File: src/adsr_se_pkg.sv
// Shared types and constants for the ADSR sine energy update block.
// No dependencies; used by every module in src.
package adsr_se_pkg;

	localparam int unsigned PHASE_BITS_DEF = 16;

	localparam int unsigned TIME_W   = 24;
	localparam int unsigned LEVEL_W  = 17;
	localparam int unsigned PHASE_W  = 16;
	localparam int unsigned CFG_W    = 24;
	localparam int unsigned CFG_IDX_W = 3;

	// Shared multiplier operand widths
	localparam int unsigned MUL_A_W = 33;
	localparam int unsigned MUL_B_W = 24;
	localparam int unsigned MUL_P_W = MUL_A_W + MUL_B_W;

	// Divider: numerator < den * 2^QUO_W always holds here
	localparam int unsigned QUO_W = 17;
	localparam int unsigned NUM_W = TIME_W + QUO_W;

	localparam logic [16:0] ONE_Q16 = 17'd65536;
	localparam logic [16:0] SIN_A   = 17'd102939;
	localparam logic [15:0] SIN_B   = 16'd42154;
	localparam logic [12:0] SIN_C   = 13'd4765;

	typedef enum logic [CFG_IDX_W-1:0] {
		REG_ATTACK_TIME   = 3'd0,
		REG_DECAY_TIME    = 3'd1,
		REG_SUSTAIN_TIME  = 3'd2,
		REG_SUSTAIN_LEVEL = 3'd3,
		REG_RELEASE_TIME  = 3'd4,
		REG_PHASE_STEP    = 3'd5,
		REG_PHASE_OFFSET  = 3'd6
	} cfg_reg_t;

	typedef enum logic [1:0] {
		SEG_ATTACK  = 2'd0,
		SEG_DECAY   = 2'd1,
		SEG_SUSTAIN = 2'd2,
		SEG_RELEASE = 2'd3
	} segment_t;

	typedef enum logic [3:0] {
		ST_IDLE,
		ST_SEG,
		ST_DMUL,
		ST_DIVGO,
		ST_DIV,
		ST_PH,
		ST_X,
		ST_X2,
		ST_C,
		ST_B,
		ST_A,
		ST_SN,
		ST_L1,
		ST_L2,
		ST_OUT
	} state_t;

	typedef struct packed {
		logic [31:0]        time_now;
		logic signed [31:0] energy_in;
	} in_word_t;

	typedef struct packed {
		logic signed [31:0] energy_out;
		logic [1:0]         segment;
	} out_word_t;

	typedef struct packed {
		logic              start;
		logic [NUM_W-1:0]  num;
		logic [TIME_W-1:0] den;
	} div_req_t;

	typedef struct packed {
		logic             done;
		logic [QUO_W-1:0] quo;
	} div_rsp_t;

endpackage

File: src/adsr_se_div.sv
// Iterative restoring divider, one quotient bit per cycle.
// Depends on adsr_se_pkg.
module adsr_se_div (
	input  logic                  clk,
	input  logic                  arst_n,
	input  adsr_se_pkg::div_req_t req,
	output adsr_se_pkg::div_rsp_t rsp
);

	localparam int unsigned TW = adsr_se_pkg::TIME_W;
	localparam int unsigned QW = adsr_se_pkg::QUO_W;
	localparam int unsigned CW = $clog2(QW + 1);

	logic          busy_q;
	logic          done_q;
	logic [CW-1:0] cnt_q;
	logic [TW-1:0] rem_q;
	logic [TW-1:0] den_q;
	logic [QW-1:0] sh_q;   // low numerator bits in, quotient bits out
	logic [TW:0]   trial;
	logic          ge;

	assign trial = {rem_q, sh_q[QW-1]};
	assign ge    = trial >= {1'b0, den_q};

	always_ff @(posedge clk or negedge arst_n) begin
		if (!arst_n) begin
			busy_q <= 1'b0;
			done_q <= 1'b0;
			cnt_q  <= '0;
		end else begin
			done_q <= 1'b0;
			if (busy_q) begin
				cnt_q <= cnt_q - CW'(1);
				if (cnt_q == CW'(1)) begin
					busy_q <= 1'b0;
					done_q <= 1'b1;
				end
			end else if (req.start) begin
				busy_q <= 1'b1;
				cnt_q  <= CW'(QW);
			end
		end
	end

	always_ff @(posedge clk) begin
		if (busy_q) begin
			rem_q <= ge ? TW'(trial - {1'b0, den_q}) : trial[TW-1:0];
			sh_q  <= {sh_q[QW-2:0], ge};
		end else if (req.start) begin
			rem_q <= req.num[adsr_se_pkg::NUM_W-1:QW];
			sh_q  <= req.num[QW-1:0];
			den_q <= req.den;
		end
	end

	assign rsp.done = done_q;
	assign rsp.quo  = sh_q;

endmodule

File: src/adsr_se_mul.sv
// Shared multiplier with a registered product.
// Depends on adsr_se_pkg.
module adsr_se_mul (
	input  logic                                 clk,
	input  logic [adsr_se_pkg::MUL_A_W-1:0]      a,
	input  logic [adsr_se_pkg::MUL_B_W-1:0]      b,
	output logic [adsr_se_pkg::MUL_P_W-1:0]      p
);

	logic [adsr_se_pkg::MUL_P_W-1:0] p_q;

	always_ff @(posedge clk) begin
		p_q <= adsr_se_pkg::MUL_P_W'(a) * adsr_se_pkg::MUL_P_W'(b);
	end

	assign p = p_q;

endmodule

File: src/adsr_sine_energy_update.sv
// A word needs no division in sustain, or in release at or past its end; attack and release
// go through the shift-subtract divider, and decay multiplies before it divides. The
// sequencer steps share one multiplier for the sine polynomial and the energy product.
// The input is not ready while a word is in work; a finished result sits in the output
// register and the next word is taken meanwhile. Configuration writes are always taken.
// Depends on adsr_se_pkg, adsr_se_div and adsr_se_mul.
module adsr_sine_energy_update #(
	parameter int unsigned PHASE_BITS = adsr_se_pkg::PHASE_BITS_DEF
) (
	input  logic                                   clk,
	input  logic                                   arst_n,
	input  logic                                   in_valid,
	output logic                                   in_ready,
	input  adsr_se_pkg::in_word_t                  in_data,
	output logic                                   out_valid,
	input  logic                                   out_ready,
	output adsr_se_pkg::out_word_t                 out_data,
	input  logic                                   cfg_valid,
	output logic                                   cfg_ready,
	input  logic [adsr_se_pkg::CFG_IDX_W-1:0]      cfg_index,
	input  logic [adsr_se_pkg::CFG_W-1:0]          cfg_data
);

	localparam int unsigned TW   = adsr_se_pkg::TIME_W;
	localparam int unsigned AW   = adsr_se_pkg::MUL_A_W;
	localparam int unsigned BW   = adsr_se_pkg::MUL_B_W;
	localparam int unsigned PW   = adsr_se_pkg::MUL_P_W;
	localparam int unsigned DROP = (PHASE_BITS < 16) ? 16 - PHASE_BITS : 0;
	localparam logic [13:0] XMASK = ~14'((1 << DROP) - 1);

	// configuration registers
	logic [TW-1:0] attack_q, decay_q, sustain_t_q, release_q;
	logic [16:0]   sustain_l_q;
	logic [15:0]   phase_step_q, phase_offset_q;

	adsr_se_pkg::state_t state_q, state_d;

	logic [31:0]        prev_q;
	logic [31:0]        stored_q;
	logic [31:0]        tnow_q;
	logic [31:0]        delta_q;
	logic signed [32:0] level_q;
	logic [32:0]        lmag_q;
	logic               lneg_q;
	logic               sneg_q;
	logic [1:0]         seg_q;
	logic [16:0]        env_q;
	logic [16:0]        x_q;
	logic [16:0]        x2_q;
	logic [16:0]        smag_q;
	logic               out_valid_q;
	adsr_se_pkg::out_word_t out_q;

	logic [AW-1:0] mul_a;
	logic [BW-1:0] mul_b;
	logic [PW-1:0] mul_p;

	adsr_se_pkg::div_req_t div_req;
	adsr_se_pkg::div_rsp_t div_rsp;

	adsr_se_mul u_mul (
		.clk (clk),
		.a   (mul_a),
		.b   (mul_b),
		.p   (mul_p)
	);

	adsr_se_div u_div (
		.clk    (clk),
		.arst_n (arst_n),
		.req    (div_req),
		.rsp    (div_rsp)
	);

	// segment boundaries
	logic [16:0] sus_lvl;
	logic [32:0] b_ad, b_adt;
	logic [32:0] rel_r;
	logic        in_att, in_dec, in_sus, rel_zero;
	logic [TW-1:0] dec_rem, rel_rem;

	assign sus_lvl  = (sustain_l_q > adsr_se_pkg::ONE_Q16) ? adsr_se_pkg::ONE_Q16 : sustain_l_q;
	assign b_ad     = 33'(attack_q) + 33'(decay_q);
	assign b_adt    = b_ad + 33'(sustain_t_q);
	assign in_att   = {1'b0, delta_q} < 33'(attack_q);
	assign in_dec   = {1'b0, delta_q} < b_ad;
	assign in_sus   = {1'b0, delta_q} < b_adt;
	assign rel_r    = {1'b0, delta_q} - b_adt;
	assign rel_zero = (release_q == '0) || (rel_r >= 33'(release_q));
	assign dec_rem  = TW'(b_ad - {1'b0, delta_q});
	assign rel_rem  = TW'(33'(release_q) - rel_r);

	// phase to quarter-wave argument
	logic [15:0] p16;
	logic [16:0] xr;

	assign p16 = mul_p[15:0] + phase_offset_q;
	assign xr  = {1'b0, p16[13:0] & XMASK, 2'b00};

	// final magnitude and saturation
	logic [32:0] mag;
	logic        neg;
	logic [31:0] result;
	logic [16:0] sraw;

	assign sraw = mul_p[32:16];
	assign mag  = mul_p[48:16];
	assign neg  = (lneg_q != sneg_q) && (mag != '0);
	always_comb begin
		if (neg)
			result = (mag >= 33'h0_8000_0000) ? 32'h8000_0000 : 32'(33'd0 - mag);
		else
			result = (mag >= 33'h0_7FFF_FFFF) ? 32'h7FFF_FFFF : mag[31:0];
	end

	assign in_ready  = (state_q == adsr_se_pkg::ST_IDLE);
	assign cfg_ready = 1'b1;
	assign out_valid = out_valid_q;
	assign out_data  = out_q;

	always_ff @(posedge clk or negedge arst_n) begin
		if (!arst_n)
			state_q <= adsr_se_pkg::ST_IDLE;
		else
			state_q <= state_d;
	end

	always_comb begin
		state_d     = state_q;
		mul_a       = '0;
		mul_b       = '0;
		div_req     = '0;
		case (state_q)
			adsr_se_pkg::ST_IDLE: begin
				if (in_valid)
					state_d = adsr_se_pkg::ST_SEG;
			end
			adsr_se_pkg::ST_SEG: begin
				div_req.den = in_att ? attack_q : release_q;
				div_req.num = in_att ? {1'b0, delta_q[TW-1:0], 16'd0} : {1'b0, rel_rem, 16'd0};
				if (in_att) begin
					div_req.start = 1'b1;
					state_d = adsr_se_pkg::ST_DIV;
				end else if (in_dec) begin
					state_d = adsr_se_pkg::ST_DMUL;
				end else if (in_sus || rel_zero) begin
					state_d = adsr_se_pkg::ST_PH;
				end else begin
					div_req.start = 1'b1;
					state_d = adsr_se_pkg::ST_DIV;
				end
			end
			adsr_se_pkg::ST_DMUL: begin
				mul_a   = AW'(adsr_se_pkg::ONE_Q16 - sus_lvl);
				mul_b   = dec_rem;
				state_d = adsr_se_pkg::ST_DIVGO;
			end
			adsr_se_pkg::ST_DIVGO: begin
				div_req.start = 1'b1;
				div_req.num   = mul_p[adsr_se_pkg::NUM_W-1:0];
				div_req.den   = decay_q;
				state_d       = adsr_se_pkg::ST_DIV;
			end
			adsr_se_pkg::ST_DIV: begin
				if (div_rsp.done)
					state_d = adsr_se_pkg::ST_PH;
			end
			adsr_se_pkg::ST_PH: begin
				mul_a   = AW'(phase_step_q);
				mul_b   = BW'(tnow_q[15:0]);
				state_d = adsr_se_pkg::ST_X;
			end
			adsr_se_pkg::ST_X: begin
				state_d = adsr_se_pkg::ST_X2;
			end
			adsr_se_pkg::ST_X2: begin
				mul_a   = AW'(x_q);
				mul_b   = BW'(x_q);
				state_d = adsr_se_pkg::ST_C;
			end
			adsr_se_pkg::ST_C: begin
				mul_a   = AW'(adsr_se_pkg::SIN_C);
				mul_b   = BW'(mul_p[32:16]);
				state_d = adsr_se_pkg::ST_B;
			end
			adsr_se_pkg::ST_B: begin
				mul_a   = AW'(adsr_se_pkg::SIN_B - mul_p[31:16]);
				mul_b   = BW'(x2_q);
				state_d = adsr_se_pkg::ST_A;
			end
			adsr_se_pkg::ST_A: begin
				mul_a   = AW'(adsr_se_pkg::SIN_A - mul_p[32:16]);
				mul_b   = BW'(x_q);
				state_d = adsr_se_pkg::ST_SN;
			end
			adsr_se_pkg::ST_SN: begin
				state_d = adsr_se_pkg::ST_L1;
			end
			adsr_se_pkg::ST_L1: begin
				mul_a   = lmag_q;
				mul_b   = BW'(env_q);
				state_d = adsr_se_pkg::ST_L2;
			end
			adsr_se_pkg::ST_L2: begin
				mul_a   = mul_p[48:16];
				mul_b   = BW'(smag_q);
				state_d = adsr_se_pkg::ST_OUT;
			end
			adsr_se_pkg::ST_OUT: begin
				// times one in Q16 keeps the magnitude while the output is held
				mul_a   = mul_p[48:16];
				mul_b   = BW'(adsr_se_pkg::ONE_Q16);
				if (!out_valid_q || out_ready)
					state_d = adsr_se_pkg::ST_IDLE;
			end
			default: state_d = adsr_se_pkg::ST_IDLE;
		endcase
	end

	// control state and architectural state
	always_ff @(posedge clk or negedge arst_n) begin
		if (!arst_n) begin
			attack_q       <= TW'(100);
			decay_q        <= TW'(100);
			sustain_t_q    <= TW'(100);
			sustain_l_q    <= 17'd32768;
			release_q      <= TW'(100);
			phase_step_q   <= '0;
			phase_offset_q <= '0;
			prev_q         <= '0;
			stored_q       <= '0;
			out_valid_q    <= 1'b0;
		end else begin
			if (cfg_valid) begin
				case (cfg_index)
					adsr_se_pkg::REG_ATTACK_TIME:   attack_q       <= cfg_data;
					adsr_se_pkg::REG_DECAY_TIME:    decay_q        <= cfg_data;
					adsr_se_pkg::REG_SUSTAIN_TIME:  sustain_t_q    <= cfg_data;
					adsr_se_pkg::REG_SUSTAIN_LEVEL: sustain_l_q    <= cfg_data[16:0];
					adsr_se_pkg::REG_RELEASE_TIME:  release_q      <= cfg_data;
					adsr_se_pkg::REG_PHASE_STEP:    phase_step_q   <= cfg_data[15:0];
					adsr_se_pkg::REG_PHASE_OFFSET:  phase_offset_q <= cfg_data[15:0];
					default: ;
				endcase
			end
			if (state_q == adsr_se_pkg::ST_IDLE && in_valid)
				prev_q <= in_data.time_now;
			if (state_q == adsr_se_pkg::ST_OUT && (!out_valid_q || out_ready)) begin
				stored_q    <= result;
				out_valid_q <= 1'b1;
			end else if (out_valid_q && out_ready) begin
				out_valid_q <= 1'b0;
			end
		end
	end

	// working registers
	always_ff @(posedge clk) begin
		case (state_q)
			adsr_se_pkg::ST_IDLE: begin
				tnow_q  <= in_data.time_now;
				delta_q <= (in_data.time_now >= prev_q) ? in_data.time_now - prev_q : '0;
				level_q <= 33'(signed'(stored_q)) + 33'(in_data.energy_in);
			end
			adsr_se_pkg::ST_SEG: begin
				lneg_q <= level_q[32];
				lmag_q <= level_q[32] ? 33'(-level_q) : 33'(level_q);
				if (in_att)
					seg_q <= adsr_se_pkg::SEG_ATTACK;
				else if (in_dec)
					seg_q <= adsr_se_pkg::SEG_DECAY;
				else if (in_sus)
					seg_q <= adsr_se_pkg::SEG_SUSTAIN;
				else
					seg_q <= adsr_se_pkg::SEG_RELEASE;
				env_q <= (!in_att && !in_dec && in_sus) ? sus_lvl : '0;
			end
			adsr_se_pkg::ST_DIV: begin
				if (div_rsp.done)
					env_q <= (seg_q == adsr_se_pkg::SEG_DECAY) ?
						17'(sus_lvl + div_rsp.quo) : div_rsp.quo;
			end
			adsr_se_pkg::ST_X: begin
				sneg_q <= p16[15];
				x_q    <= p16[14] ? 17'(adsr_se_pkg::ONE_Q16 - xr) : xr;
			end
			adsr_se_pkg::ST_C: begin
				x2_q <= mul_p[32:16];
			end
			adsr_se_pkg::ST_SN: begin
				smag_q <= (sraw > adsr_se_pkg::ONE_Q16) ? adsr_se_pkg::ONE_Q16 : sraw;
			end
			adsr_se_pkg::ST_OUT: begin
				if (!out_valid_q || out_ready) begin
					out_q.energy_out <= result;
					out_q.segment    <= seg_q;
				end
			end
			default: ;
		endcase
	end

endmodule

File: config.mk
export PLATFORM = sky130hd
export DESIGN_NAME = adsr_sine_energy_update
export DESIGN_NICKNAME = d
export VERILOG_FILES = /design/src/adsr_se_pkg.sv /design/src/adsr_se_div.sv /design/src/adsr_se_mul.sv /design/src/adsr_sine_energy_update.sv
export SDC_FILE = /design/constraint.sdc
export NUM_CORES = 2
export LEC_CHECK = 0
export BUFFER_PORTS_ARGS = -buffer_cell sky130_fd_sc_hd__buf_2
export CAP_MARGIN = 10
export CELL_PAD_IN_SITES_DETAIL_PLACEMENT = 0
export CELL_PAD_IN_SITES_GLOBAL_PLACEMENT = 2
export CORE_MARGIN = 2
export CORE_UTILIZATION = 35
export DETAILED_ROUTE_END_ITERATION = 12
export GPL_ROUTABILITY_DRIVEN = 0
export GPL_TIMING_DRIVEN = 0
export PLACE_DENSITY_LB_ADDON = 0.1
export SKIP_CTS_REPAIR_TIMING = 1
export SLEW_MARGIN = 25
export SYNTH_ARGS = -nofsm -noshare
export SYNTH_HDL_FRONTEND = slang
export SYNTH_HIERARCHICAL = 1
export SYNTH_SLANG_ARGS = --single-unit
File: constraint.sdc
create_clock -name clk -period 14.5 [get_ports clk]
set_input_delay 2.9 -clock clk [delete_from_list [all_inputs] [get_ports clk]]
set_output_delay 2.9 -clock clk [all_outputs]
set_load 0.02 [all_outputs]
==> metrics <==
result of the run complete, no violations; worst hold endpoint out_data[1]; Reg2Reg Setup Slack 1.19 ns; buffers and inverters on the worst path 4; synth-to-layout area growth 10.67%; detailed-router iteration count before antenna repair 9; Hold/Removal Path Class reg2reg; cts bufs inserted roughly 70; crit-path most repeated cell sky130_fd_sc_hd__fa_1; Final Max Slew Viols 0; category of the worst setup path capture point flop; number of nets in the synthesized netlist between 7000 and 8000; Clock Latency Late Sink 0.70 ns; DRC errors left 0; count of H-tree levels built during CTS 3; placed cell count 9210; clock transition at the registers of the reported paths approximately 0.060 ns; Core ar. roughly 0.18 mm^2; worst hold stages 0; total of warnings raised by yosys 6; Hold Startpoint seg_q[1]; Routed Wire Length 261.2 mm; largest net degree at the start of global routing 84; post-layout net count approximately 8000; post-route setup TNS 0 ns; Die Y 425.2 um; I/O Buffers 129; final critical path time including I/O delays and setup 13.31 ns; num ports 133; depth of the most critical reg-to-reg path 37; Critical Path RT 15.08 ns; unrepaired setup endpoints after global routing false; initial standard-cell utilization of the core a little over a third; floorplan die width between 400 and 500 um; non-filler instance count after layout 9352; GRT Residual Overflow 0; total via count after detailed routing 50840; proportion of layout cells with a drive suffix above 1 8.622%; number of vias per cell 5.436; maximum clock path buffer count 3; kind of critical path reg2reg; slew at the pin closest to its max-slew limit 1.414 ns; average detailed-routed wire length per instance about 28 um; vias in the first global route 50730; post-DP HPWL 215.6 mm; arrival time worst endpoint about 14 ns; First DRT Iteration DRCs 5191; Fin Clk Skew about 0.079 ns; Finished Cell Area 0.06873 mm^2; Max-Slew Margin vs Limit 4.729%; largest stage delay on the critical path about 0.8 ns; Row Count around 150; antenna-violating nets left 0; DIE AREA 0.1808 mm^2; start of the worst register-to-register path attack_q[0]; crit start category flop; number of antenna violations at the first check in global routing 34; final design utilization 38.98%; cell area after placement ~0.066 mm^2; reg-to-reg critical path endpoint u_mul/p[35]; Max Clk Rate 75.12 MHz; Avg Synthesized Cell Area between 9 and 10 um^2; ratio of final minimum period to clock period 91.81%; final hold violations 0; slowest cell on the critical path sky130_fd_sc_hd__clkbuf_1; CTS tree done; number of violations of the max-capacitance limit 0; Sink Count 553; number of instances in the synthesized netlist 6697; wire length of the first global-routing pass 373.9 mm; number of setup violations in the final report 0; clock tree root driver cell sky130_fd_sc_hd__clkbuf_16; cell family with most CP delay adder cells; critical path fanouts, max 10; GRT Util Overall between 20% and 30%; post-synthesis instance area 0.06210 mm^2
## final cells by class
| type | instances | area [um^2] |
|---|---|---|
| Fill cell | 18020 | 107600 |
| Multi-Input combinational cell | 4822 | 42180 |
| Sequential cell | 553 | 15030 |
| Inverter | 1006 | 3776 |
| Tap cell | 2340 | 2928 |
| Clock buffer | 99 | 2017 |
| Buffer | 316 | 1255 |
| Timing Repair Buffer | 174 | 1110 |
| Clock inverter | 35 | 421.7 |
| Antenna cell | 7 | 17.52 |
## metal layers
metal  wire [um]  GRT usage (%)  up-vias
li1            -              -    22720
met1      123600          43.50    25940
met2      108300          41.85     1906
met3       23060          6.434      263
met4        6269          6.537        8
met5          59              0        -
## flip-flops by register name (all words and copies together) (netlist names), 32 cells and up
name / cells
prev_q: 32
stored_q: 32
out_data: 34
u_mul/p: 49
level_q: 33
lmag_q: 33
delta_q: 32
## cells in the final DEF, fill, tap and decap left out, types with 56 or more instances in the layout
cell type / count
sky130_fd_sc_hd__nand2_1: 713
sky130_fd_sc_hd__xnor2_1: 189
sky130_fd_sc_hd__nor3_1: 59
sky130_fd_sc_hd__nand3_1: 74
sky130_fd_sc_hd__ha_1: 470
sky130_fd_sc_hd__xor2_1: 118
sky130_fd_sc_hd__a21o_1: 112
sky130_fd_sc_hd__a21oi_1: 316
sky130_fd_sc_hd__clkbuf_16: 75
sky130_fd_sc_hd__buf_2: 142
sky130_fd_sc_hd__inv_1: 1003
sky130_fd_sc_hd__mux2_2: 176
sky130_fd_sc_hd__nor2b_1: 56
sky130_fd_sc_hd__fa_1: 671
sky130_fd_sc_hd__edfxtp_1: 283
sky130_fd_sc_hd__clkbuf_1: 291
sky130_fd_sc_hd__and2_1: 438
sky130_fd_sc_hd__dfrtp_1: 208
sky130_fd_sc_hd__nor2_1: 308
sky130_fd_sc_hd__o21ai_0: 297
## worst max-delay path by stage
stage / start / depth (start not counted) / to
after floorplan: attack_q[0] / 42 / u_mul/p[46]
after global placement: state_q[0] / 6 / prev_q[29]
after detailed placement: attack_q[0] / 40 / u_mul/p[43]
after CTS: attack_q[0] / 40 / u_mul/p[43]
after global routing: attack_q[0] / 37 / u_mul/p[47]
final: attack_q[0] / 37 / u_mul/p[35]
## stage by stage
step / setup slack, ns / hold WS (ns)
final: 1.187 / 0.4497
after global routing: 0.5567 / 0.4584
after CTS: 1.346 / 0.4416
after detailed placement: 1.436 / 0.4280
after global placement: 0.9295 / 0.4222
after floorplan: 4.490 / 0.4064
Power is left out: the tool's default activity adds up to more than one toggle a clock period on the data nets, which glitch-free logic cannot reach.
